$ cat src/design/sipq_pkg.sv
// Shared types, constants and index helpers for the sorted-insert priority queue.
package sipq_pkg;

    localparam int DEPTH   = 512;
    localparam int ADDR_W  = $clog2(DEPTH);
    localparam int CNT_W   = 10;
    localparam int VALUE_W = 32;
    localparam int PRI_W   = 16;

    localparam logic [CNT_W-1:0] CAPACITY_RESET = CNT_W'(500);
    localparam logic [CNT_W-1:0] DEPTH_CNT      = CNT_W'(DEPTH);

    localparam logic MODE_ENQ = 1'b0;
    localparam logic MODE_DEQ = 1'b1;

    typedef enum logic [1:0] {
        STATUS_DONE  = 2'd0,
        STATUS_FULL  = 2'd1,
        STATUS_EMPTY = 2'd2
    } status_t;

    typedef enum logic [2:0] {
        ST_IDLE,
        ST_SCAN,
        ST_INSERT,
        ST_HEAD_RD,
        ST_HEAD_WAIT
    } state_t;

    typedef struct packed {
        logic                    mode;
        logic [VALUE_W-1:0]      value;
        logic signed [PRI_W-1:0] priority_req;
    } in_word_t;

    typedef struct packed {
        status_t            status;
        logic [VALUE_W-1:0] head_value;
        logic               head_valid;
        logic [CNT_W-1:0]   count;
        logic               full_res;
    } out_word_t;

    typedef struct packed {
        logic [VALUE_W-1:0]      value;
        logic signed [PRI_W-1:0] prio;
    } slot_t;

    typedef struct packed {
        logic              rd_en;
        logic [ADDR_W-1:0] rd_addr;
        logic              wr_en;
        logic [ADDR_W-1:0] wr_addr;
        slot_t             wr_data;
    } ram_req_t;

    // clamp a written capacity to 1..DEPTH
    function automatic logic [CNT_W-1:0] cap_clamp(input logic [CNT_W-1:0] c);
        logic [CNT_W-1:0] r;
        r = c;
        if (c == '0)
            r = CNT_W'(1);
        else if (c > DEPTH_CNT)
            r = DEPTH_CNT;
        return r;
    endfunction

    function automatic logic [ADDR_W-1:0] cap_last(input logic [CNT_W-1:0] c);
        logic [CNT_W-1:0] m;
        m = c - CNT_W'(1);
        return m[ADDR_W-1:0];
    endfunction

    function automatic logic [ADDR_W-1:0] idx_inc(input logic [ADDR_W-1:0] idx,
                                                  input logic [CNT_W-1:0] c);
        logic [ADDR_W-1:0] r;
        if (idx == cap_last(c))
            r = '0;
        else
            r = idx + ADDR_W'(1);
        return r;
    endfunction

    function automatic logic [ADDR_W-1:0] idx_dec(input logic [ADDR_W-1:0] idx,
                                                  input logic [CNT_W-1:0] c);
        logic [ADDR_W-1:0] r;
        if (idx == '0)
            r = cap_last(c);
        else
            r = idx - ADDR_W'(1);
        return r;
    endfunction

endpackage

$ cat src/design/sipq_ctrl.sv
// Queue sequencer: head/tail/count registers and the read-modify-write insertion scan.
module sipq_ctrl
    import sipq_pkg::*;
(
    input  logic             clk,
    input  logic             rst_n,
    input  logic             cfg_we,
    input  logic [CNT_W-1:0] cfg_data,
    input  logic             in_valid,
    output logic             in_ready,
    input  in_word_t         in_data,
    output logic             res_valid,
    input  logic             res_ready,
    output out_word_t        res_data,
    output ram_req_t         ram_req,
    input  slot_t            ram_rd_data
);

    state_t            state_reg, state_next;
    logic [CNT_W-1:0]  cap_reg, cap_next;
    logic [ADDR_W-1:0] head_reg, head_next;
    logic [ADDR_W-1:0] tail_reg, tail_next;
    logic [CNT_W-1:0]  count_reg, count_next;
    logic [ADDR_W-1:0] pos_reg, pos_next;
    status_t           status_reg, status_next;
    slot_t             new_reg, new_next;

    logic [ADDR_W-1:0] pos_dec;
    logic [CNT_W-1:0]  cfg_cap;

    assign pos_dec = idx_dec(pos_reg, cap_reg);
    assign cfg_cap = cap_clamp(cfg_data);

    always_ff @(posedge clk or negedge rst_n)
    begin
        if (!rst_n)
        begin
            state_reg  <= ST_IDLE;
            cap_reg    <= CAPACITY_RESET;
            head_reg   <= cap_last(CAPACITY_RESET);
            tail_reg   <= cap_last(CAPACITY_RESET);
            count_reg  <= '0;
            status_reg <= STATUS_DONE;
        end
        else
        begin
            state_reg  <= state_next;
            cap_reg    <= cap_next;
            head_reg   <= head_next;
            tail_reg   <= tail_next;
            count_reg  <= count_next;
            status_reg <= status_next;
        end
    end

    always_ff @(posedge clk)
    begin
        pos_reg <= pos_next;
        new_reg <= new_next;
    end

    always_comb
    begin
        state_next  = state_reg;
        cap_next    = cap_reg;
        head_next   = head_reg;
        tail_next   = tail_reg;
        count_next  = count_reg;
        pos_next    = pos_reg;
        status_next = status_reg;
        new_next    = new_reg;
        ram_req     = '0;
        in_ready    = (state_reg == ST_IDLE);
        res_valid   = 1'b0;

        unique case (state_reg)
            ST_IDLE:
            begin
                if (in_valid)
                begin
                    new_next.value = in_data.value;
                    new_next.prio  = in_data.priority_req;
                    status_next    = STATUS_DONE;
                    state_next     = ST_HEAD_RD;
                    if (in_data.mode == MODE_ENQ)
                    begin
                        if (count_reg == cap_reg)
                        begin
                            status_next = STATUS_FULL;
                        end
                        else
                        begin
                            pos_next = tail_reg;
                            if (tail_reg == head_reg)
                            begin
                                state_next = ST_INSERT;
                            end
                            else
                            begin
                                ram_req.rd_en   = 1'b1;
                                ram_req.rd_addr = tail_reg;
                                state_next      = ST_SCAN;
                            end
                        end
                    end
                    else
                    begin
                        if (count_reg == '0)
                        begin
                            status_next = STATUS_EMPTY;
                        end
                        else
                        begin
                            head_next  = idx_inc(head_reg, cap_reg);
                            count_next = count_reg - CNT_W'(1);
                        end
                    end
                end
            end

            ST_SCAN:
            begin
                // entry at pos is in rd data; move it down if strictly lower priority
                if (new_reg.prio > ram_rd_data.prio)
                begin
                    ram_req.wr_en   = 1'b1;
                    ram_req.wr_addr = idx_inc(pos_reg, cap_reg);
                    ram_req.wr_data = ram_rd_data;
                    pos_next        = pos_dec;
                    if (pos_dec == head_reg)
                    begin
                        state_next = ST_INSERT;
                    end
                    else
                    begin
                        ram_req.rd_en   = 1'b1;
                        ram_req.rd_addr = pos_dec;
                    end
                end
                else
                begin
                    state_next = ST_INSERT;
                end
            end

            ST_INSERT:
            begin
                ram_req.wr_en   = 1'b1;
                ram_req.wr_addr = idx_inc(pos_reg, cap_reg);
                ram_req.wr_data = new_reg;
                tail_next       = idx_inc(tail_reg, cap_reg);
                count_next      = count_reg + CNT_W'(1);
                state_next      = ST_HEAD_RD;
            end

            ST_HEAD_RD:
            begin
                ram_req.rd_en   = 1'b1;
                ram_req.rd_addr = idx_inc(head_reg, cap_reg);
                state_next      = ST_HEAD_WAIT;
            end

            ST_HEAD_WAIT:
            begin
                res_valid = 1'b1;
                if (res_ready)
                begin
                    state_next = ST_IDLE;
                end
            end

            default:
            begin
                state_next = ST_IDLE;
            end
        endcase

        // capacity write empties the queue; the user must issue it only while idle, the block does not enforce this
        if (cfg_we)
        begin
            cap_next   = cfg_cap;
            head_next  = cap_last(cfg_cap);
            tail_next  = cap_last(cfg_cap);
            count_next = '0;
        end
    end

    always_comb
    begin
        res_data.status     = status_reg;
        res_data.head_valid = (count_reg != '0);
        res_data.head_value = (count_reg != '0) ? ram_rd_data.value : '0;
        res_data.count      = count_reg;
        res_data.full_res   = (count_reg == cap_reg);
    end

endmodule
$ cat config.mk
export PLATFORM = sky130hd
export DESIGN_NAME = sipq_ctrl
export DESIGN_NICKNAME = d
export VERILOG_FILES = /design/src/design/sipq_pkg.sv /design/src/design/sipq_ctrl.sv
export SDC_FILE = /design/constraint.sdc
export NUM_CORES = 1
export LEC_CHECK = 0
export BUFFER_PORTS_ARGS = -buffer_cell sky130_fd_sc_hd__buf_2
export CAP_MARGIN = 20
export CORE_ASPECT_RATIO = 0.8
export CORE_UTILIZATION = 54
export CTS_BUF_LIST = sky130_fd_sc_hd__clkbuf_8
export DETAILED_ROUTE_END_ITERATION = 12
export PLACE_DENSITY = 0.83
export SYNTH_ARGS = -nofsm -noshare
export SYNTH_HDL_FRONTEND = slang
export SYNTH_SLANG_ARGS = --single-unit
$ cat constraint.sdc
create_clock -name clk -period 3.5 [get_ports clk]
set_input_delay 0.175 -clock clk [delete_from_list [all_inputs] [get_ports clk]]
set_output_delay 0.175 -clock clk [all_outputs]
set_load 0.01 [all_outputs]
# Word-level counts from Yosys, hierarchy flattened
# Cells that the tools add are included.
# classes
addsub,8
n_mul,0
div_mod_pow,0
n_lt_le_gt_ge,2
n_eq_ne,20
shifts,0
muxes,44
bitwise,0
reduce_logical,16
# op_table
op,n
9-bit two-way mux,15
58-bit one-hot mux with 2 select lines,1
10-bit two-way mux,11
68-bit two-way mux,1
9-bit equality test,5
32-bit two-way mux,1
10-bit one-hot mux with 3 select lines,1
"9-bit by 1-bit adder with 9-bit output, second input constant",3
"9-bit by 1-bit subtractor with 9-bit output, second input constant",3
10-bit logical NOT,2
10-bit one-hot mux with 2 select lines,1
9-bit one-hot mux with 2 select lines,1
16-bit greater-than comparator,1
3-bit one-hot mux with 5 select lines,1
3-bit two-way mux,4
"2-bit != test, second input constant",6
"10-bit by 1-bit adder with 10-bit output, second input constant",1
10-bit equality test,1
"10-bit greater-than comparator, second input constant",1
2-bit two-way mux,5
10-bit nonzero test,1
2-bit nonzero test,5
"10-bit by 1-bit subtractor with 10-bit output, second input constant",1
9-bit logical NOT,1
12 further kinds,17
# word_totals
regBits,100
latchBits,0
ramBits,0
rom_bits,0
input_bits,112
word_cells,99
mem_count,0

# Longest topological paths before layout
# Gate-level depths: netlist of the first run.
# depth
ltp_word,8
depth_mapped,13
depth_no_buf,11

# Least setup slack after synthesis of the first run
# No wires, ideal clock.
# synth_path
kind,flip-flop to flip-flop
from,register state_reg[0]
to,register count_reg[2]
arrival_ps,3166
path_slack_ps,240
stages_incl_launch_ff,10
cell_sequence,dfrtp_1 > clkbuf_1 > nor3_1 > nand2_1 > inv_1 > nand3_1 > nand2_1 > clkbuf_1 > nor2_1 > a211oi_1
# synth_between
elab_chain_len,3
# synth_rtl
item,line,source
from (decl),sipq_ctrl.sv:19,"state_t state_reg, state_next;"
from (signal assigned),sipq_ctrl.sv:47,state_reg <= state_next;
3-bit logical NOT *,n/a,
via in_ready,sipq_ctrl.sv:10,"output logic in_ready,"
3-bit != test (no source line) (tied with other cells),n/a,
4-bit AND reduction (no source line) / 10-bit two-way mux (equally long branches),n/a,
to (signal assigned),sipq_ctrl.sv:51,count_reg <= count_next;
to (decl),sipq_ctrl.sv:23,"logic [CNT_W-1:0] count_reg, count_next;"
# Mark *: on every way through the listed nets, which the timed path passes. The rest lies on a longest branch.
# A chain may end at the register's enable or synchronous reset.

==> flow_metrics.tcl, run 1 <==
set metrics [dict create \
    tightest_slew_ps 991 \
    largest_reg_flops 48 \
    crit_fanout 4 \
    hpwl_um 17100 \
    placed_area_um2 8800 \
    yosysSeqAreaShare_pct 37.3 \
    rrSetupSlack_ps 350 \
    fin_crit_ps 3430 \
    viasPerCell 5.91 \
    cts_tree "done" \
    routed_wl_um 24000 \
    die_w_um 134 \
    timing.final.crit_share_pct 97.9 \
    insertion_delay_ps 380 \
    crit_path_start_kind "register" \
    critPathMaxStageDelay_ps 570 \
    synth_mux_area_share_pct 1.53 \
    die_h_um 108 \
    cap_viol_max_count 0 \
    grt.overflow.total 0 \
    crit_family "simple AND/OR/NAND/NOR gates" \
    r2r-start "state_reg[0]" \
    ant_nets 0 \
    outcome "finished clean" \
    rows 38 \
    clockBufferDepth 2 \
    slew_viol_final 0 \
    htree_levels 3 \
    area_growth_pct 29.9 \
    worst_ep_required_time_ps 3320 \
    vias 7510 \
    ios 228 \
    clock-skew-final_ps 9.11 \
    grt_use_total_pct 33.5 \
    grt_pass1_wl_um 37000 \
    fin_setup_tns_ps 0 \
    leakage_nw 4.39 \
    antenna_found_initial 1 \
    synth_simple_gate_area_share_pct 21.1 \
    synth_fa_ha_area_share_pct 5.41 \
    holdPathEnd "state_reg[2]" \
    synth_compound_area_share_pct 19.0 \
    r2r_end "count_reg[8]" \
    clk_pin_slew_ps 100 \
    grt_pass1_vias 7002 \
    synth.net_count 962 \
    clock_sinks 100 \
    setup_violations 0 \
    cp_slowest_cell "or4_4" \
    num-fill-cells 1009 \
    fmax_mhz 292 \
    min_from "res_ready" \
    worstPathArrival_ps 3250 \
    synth_edf_count 57 \
    synth_top_family_by_area "simple AND/OR/NAND/NOR gates" \
    p_per_area_nw_per_um2 808 \
    io_buffers 227 \
    place_inst 1186 \
    multiInputGateArea_um2 4470 \
    crit_path_end_kind "primary output" \
    die_area_um2 14400 \
    final_layout_size_suffix_gt1_share_pct 32.2 \
    synth_xor_area_share_pct 10.2 \
    setup_ws_ps 72.7 \
    final_util_pct 72.0 \
    final_nets 1229 \
    synth_cells 818 \
    dr.pass1.iters 7 \
    pre_cts_slack_ps 207 \
    drtIter0Drc 863 \
    synth_cell_types 76 \
    cp_num_buf_inv 3 \
    stdcell_count 1271 \
    ys_warn_count 0 \
    worst-setup-path-type "register to primary output" \
    cts_buffers 9 \
    avgRoutedWirePerCell_um 18.9 \
    synth_area_um2 7540 \
    crit_chain "buf_4 > or4_4 > nor3_4 > nor3_1 > nand4b_1 > or4_4 > nor4b_4 > buf_4 > o31ai_2 > buf_2" \
    root_buffer "clkbuf_8" \
    seq_area_um2 2810 \
    rsz0062_at_grt "yes" \
    synth_flop_cell "edfxtp_1" \
    synth_seq_cells 100 \
    max_slew_margin_pct 32.3 \
    r2r_cells 11 \
    syn_area_per_cell_um2 9.22 \
    grt_max_degree 61 \
    core_um2 13600 \
    hold_viol_final 0 \
    synthArstFlopShare_pct 43.0 \
    whs_path_depth 3 \
    place_congestion 0.943 \
    min_path_type "input port to register" \
    drc 0 \
    ir_drop_mv 0.531 \
    design_area_um2 9800 \
    initial_utilization_pct 55.5 \
]
-- worst max path at each step --
| stage | start | endpoint | slack (ps) | cells after the start |
|---|---|---|---|---|
| 6_report | pos_reg[3] | ram_req[62] | 70 | 10 |
| 5_1_grt | pos_reg[4] | ram_req[61] | -70 | 10 |
| 4_1_cts | pos_reg[0] | ram_req[59] | 9 | 11 |
| 3_5_place_dp | cap_reg[1] | ram_req[59] | 210 | 11 |
| 3_3_place_gp | cap_reg[1] | ram_req[59] | 290 | 10 |
| 2_1_floorplan | state_reg[0] | count_reg[2] | 240 | 9 |
-- per-stage QoR --
step,hold WS [ps],total power [mW]
after floorplan,-121,5.18
after global placement,352,6.69
after detailed placement,353,6.75
after CTS,43.3,7.68
after global routing,54.7,8.42
final,62.6,7.92
-- layout by cell type (no fill, tap or decap), types with 8 or more instances in the layout --
| cell | netlist | routed |
|---|---|---|
| edfxtp_1 | 57 | 57 |
| dfstp_2 | 20 | 20 |
| o21ai_0 | 44 | 44 |
| and3_1 | 13 | 13 |
| buf_2 | 6 | 227 |
| nand3_1 | 26 | 26 |
| a21oi_1 | 29 | 29 |
| dlygate4sd3_1 | 0 | 49 |
| and2_1 | 41 | 40 |
| xnor2_1 | 60 | 59 |
| clkbuf_8 | 0 | 9 |
| nor4_1 | 13 | 11 |
| a22o_1 | 34 | 34 |
| nand4_1 | 10 | 10 |
| buf_4 | 1 | 37 |
| ha_1 | 31 | 28 |
| xor2_1 | 15 | 15 |
| nand2_1 | 69 | 68 |
| inv_1 | 42 | 39 |
| nor3_1 | 29 | 29 |
| a21o_1 | 11 | 11 |
| nor2_1 | 35 | 34 |
| dfrtp_1 | 23 | 22 |
| nor3b_1 | 10 | 8 |
-- logic make-up after synthesis --
logic type,Yosys count
XOR/XNOR,80
adder cells (fa/ha/maj),32
AO/OA/AOI/OAI,206
buffers and inverters,102
flip-flops,100
multiplexers,11
AND/OR/NAND/NOR,287
-- synthesized netlist by cell type (7+ instances only) --
cell type | count | area (um2)
dfrtp_1 | 23 | 576
nor2_1 | 35 | 131
xor2_1 | 15 | 131
dfstp_2 | 20 | 526
nand3_1 | 26 | 130
nor3_1 | 29 | 145
xnor2_1 | 60 | 526
or3_1 | 7 | 43.8
nor4_1 | 13 | 81.3
nand2_1 | 69 | 259
mux2i_1 | 7 | 70.1
a22o_1 | 34 | 298
buf_1 | 7 | 26.3
nor3b_1 | 10 | 75.1
edfxtp_1 | 57 | 1710
and3_1 | 13 | 81.3
o21ai_0 | 44 | 220
o21a_1 | 7 | 52.6
clkbuf_1 | 41 | 154
o21ai_1 | 8 | 40.0
a21oi_1 | 29 | 145
o31ai_1 | 10 | 75.1
a21o_1 | 11 | 82.6
inv_1 | 42 | 158
nand4_1 | 10 | 62.6
a32oi_1 | 9 | 78.8
and2_1 | 41 | 257
ha_1 | 31 | 388
-- per-layer routing --
metal,share of wire (%),GRT usage [%],vias to the layer above
met5,0,0,-
met2,48,54.6,406
li1,-,-,3541
met4,2.1,10.4,0
met3,9.5,5.93,39
met1,41,45.3,3524
-- final cells by class --
class,count,area share (%)
diodes,1,0.0255
well taps,180,2.30
clock buffers,9,1.26
repair buffers,314,19.6
clock inverters,7,0.843
flip-flops and latches,100,28.7
inverters,44,1.69
multi-input cells,616,45.6
-- repair_timing --
action | CTS | global route
gates cloned | 0 | 0
pin swaps | 4 | 9
resized for setup | 10 | 22
hold buffers | 49 | 0
hold endpoints to repair | 71 | 0
setup buffers | 11 | 8
setup endpoints to repair | 10 | 21
-- power by group --
group | internal (mW) | switching, mW
Clock | 0.343 | 0.449
Sequential | 1.65 | 0.470
Combinational | 2.20 | 2.81
Total | 4.19 | 3.73
-- worst min-delay path: stages --
cell and delay [ps]:
buf_2 100, inv_1 50, a21o_1 90
Note: power is estimated with default switching activity, not from simulation.
==> run 2, diff against run 1 <==
- CORE_UTILIZATION: 54 -> 50
- CTS_BUF_LIST: sky130_fd_sc_hd__clkbuf_8 -> sky130_fd_sc_hd__clkbuf_4 sky130_fd_sc_hd__clkbuf_8
- MAX_ROUTING_LAYER: default -> met4
- PLACE_DENSITY: 0.83 -> 0.78
==> run 2 against run 1 <==
Register-to-register slack lost 20 ps. Final area grew 0.10%. Via count grew 0.69%. Die area grew 7.9%. Worst hold slack lost 15 ps. Largest cell class unchanged. Core utilization shrank 4.4 points. Worst setup slack is essentially flat. Final cell count is essentially flat. Total power grew 1.1%.
==> flow_metrics.tcl, run 2 (synthesized netlist as in run 1, its figures left out) <==
set metrics [dict create \
    die_w_um 139 \
    holdPathEnd "state_reg[2]" \
    drtIter0Drc 638 \
    grt.overflow.total 0 \
    grt_use_total_pct 32.5 \
    min_path_type "input port to register" \
    crit_path_end_kind "primary output" \
    p_per_area_nw_per_um2 816 \
    final_layout_size_suffix_gt1_share_pct 31.7 \
    rows 39 \
    slew_viol_final 0 \
    timing.final.crit_share_pct 97.9 \
    stdcell_count 1272 \
    die_h_um 112 \
    routed_wl_um 24300 \
    worst_ep_required_time_ps 3320 \
    design_area_um2 9810 \
    ir_drop_mv 0.459 \
    p_switching_mw 3.76 \
    cts_tree "done" \
    fin_crit_ps 3430 \
    pre_cts_slack_ps 181 \
    rrSetupSlack_ps 330 \
    root_buffer "clkbuf_8" \
    worst-setup-path-type "register to primary output" \
    outcome "finished clean" \
    viasPerCell 5.94 \
    crit_fanout 18 \
    tightest_slew_ps 1010 \
    fmax_mhz 292 \
    io_buffers 227 \
    htree_levels 3 \
    fin_setup_tns_ps 0 \
    placed_area_um2 8800 \
    worstPathArrival_ps 3250 \
    mostFrequentLayoutCells "buf_2, nand2_1, xnor2_1, edfxtp_1, dlygate4sd3_1" \
    min_from "res_ready" \
    crit_path_start "cap_reg[3]" \
    hold_viol_final 0 \
    grt_pass1_wl_um 38100 \
    final_common_cell "buf_2" \
    p_clk_share_pct 10.9 \
    avgRoutedWirePerCell_um 19.1 \
    core_um2 14500 \
    place_congestion 0.952 \
    cts_buffers 9 \
    r2r-start "state_reg[0]" \
    vias 7562 \
    swShare_pct 47.0 \
    r2r_cells 11 \
    crit_path_start_kind "register" \
    max_slew_margin_pct 32.6 \
    hpwl_um 17600 \
    clockBufferDepth 2 \
    clock_sinks 100 \
    setup_ws_ps 72.7 \
    final_nets 1226 \
    dr.pass1.iters 7 \
    p_seq_share_pct 26.4 \
    area_growth_pct 30.0 \
    initial_utilization_pct 52.0 \
    place_inst 1190 \
    antenna_found_initial 1 \
    clock-skew-final_ps 14.9 \
    grt_max_degree 61 \
    die_area_um2 15600 \
    power.internal_mw 4.24 \
    rsz0062_at_grt "yes" \
    combPwrFrac_pct 62.7 \
    insertion_delay_ps 400 \
    grt_pass1_vias 7169 \
    drc 0 \
    r2r_end "count_reg[8]" \
    largest_reg_flops 48 \
    ant_nets 0 \
    whs_path_depth 3 \
    leakage_nw 4.39 \
    ios 228 \
    cap_viol_max_count 0 \
    clk_pin_slew_ps 100 \
    final_util_pct 67.7 \
    setup_violations 0 \
]
==> run 2: what timing repair did <==
item	4_1_cts	5_1_grt
pin swaps	6	2
hold buffers	48	1
cloned	0	0
gates resized for setup	16	16
endpoints found under the setup margin	10	26
endpoints found under the hold margin	70	1
buffers inserted	12	4
==> run 2: worst max path at each step <==
| stage | slack, ps | cells past startpoint | to |
|---|---|---|---|
| 2_1_floorplan | 240 | 9 | count_reg[2] |
| 3_3_place_gp | 300 | 11 | ram_req[58] |
| 3_5_place_dp | 180 | 11 | ram_req[58] |
| 4_1_cts | 0.5 | 11 | ram_req[62] |
| 5_1_grt | -60 | 11 | ram_req[61] |
| 6_report | 70 | 8 | ram_req[61] |
==> run 2: area by class of cell <==
cell class / instances / area [um2]
Tap cell: 184 / 230
Fill cell: 1118 / 4690
Timing Repair Buffer: 311 / 1890
Sequential cell: 100 / 2820
Inverter: 44 / 165
Clock buffer: 9 / 124
Clock inverter: 7 / 109
Antenna cell: 1 / 2.50
Multi-Input combinational cell: 616 / 4470
==> run 2: through the flow <==
step	hold WS (ps)	total power, mW
2_1_floorplan	-121	5.18
3_3_place_gp	352	6.71
3_5_place_dp	353	6.77
4_1_cts	4.80	7.83
5_1_grt	37.6	8.50
6_report	47.3	8.00
==> run 2: worst max-delay path, cell delays in order, from the launching register on <==
cell	delay, ps
dfrtp_2	500
or3_1	380
or3_1	490
a21oi_1	190
o2111ai_1	160
or3_4	460
a32oi_1	320
o31ai_1	170
buf_2	170
==> run 2: per-layer routing <==
| metal | routed length, um | GRT usage [%] | vias up |
|---|---|---|---|
| li1 | - | - | 3536 |
| met3 | 2040 | 7.14 | 61 |
| met5 | 0 | - | - |
| met1 | 10100 | 41.3 | 3595 |
| met2 | 11300 | 51.1 | 370 |
| met4 | 767 | 11.6 | 0 |
==> run 2: power by group through the flow <==
| stage | Sequential, mW | Combinational, mW | Clock, mW |
|---|---|---|---|
| after detailed placement | 2.13 | 4.64 | 0 |
| after CTS | 2.09 | 4.86 | 0.877 |
| final | 2.11 | 5.02 | 0.873 |
| after global routing | 2.14 | 5.43 | 0.928 |
| after floorplan | 1.86 | 3.32 | 0 |
| after global placement | 2.12 | 4.59 | 0 |
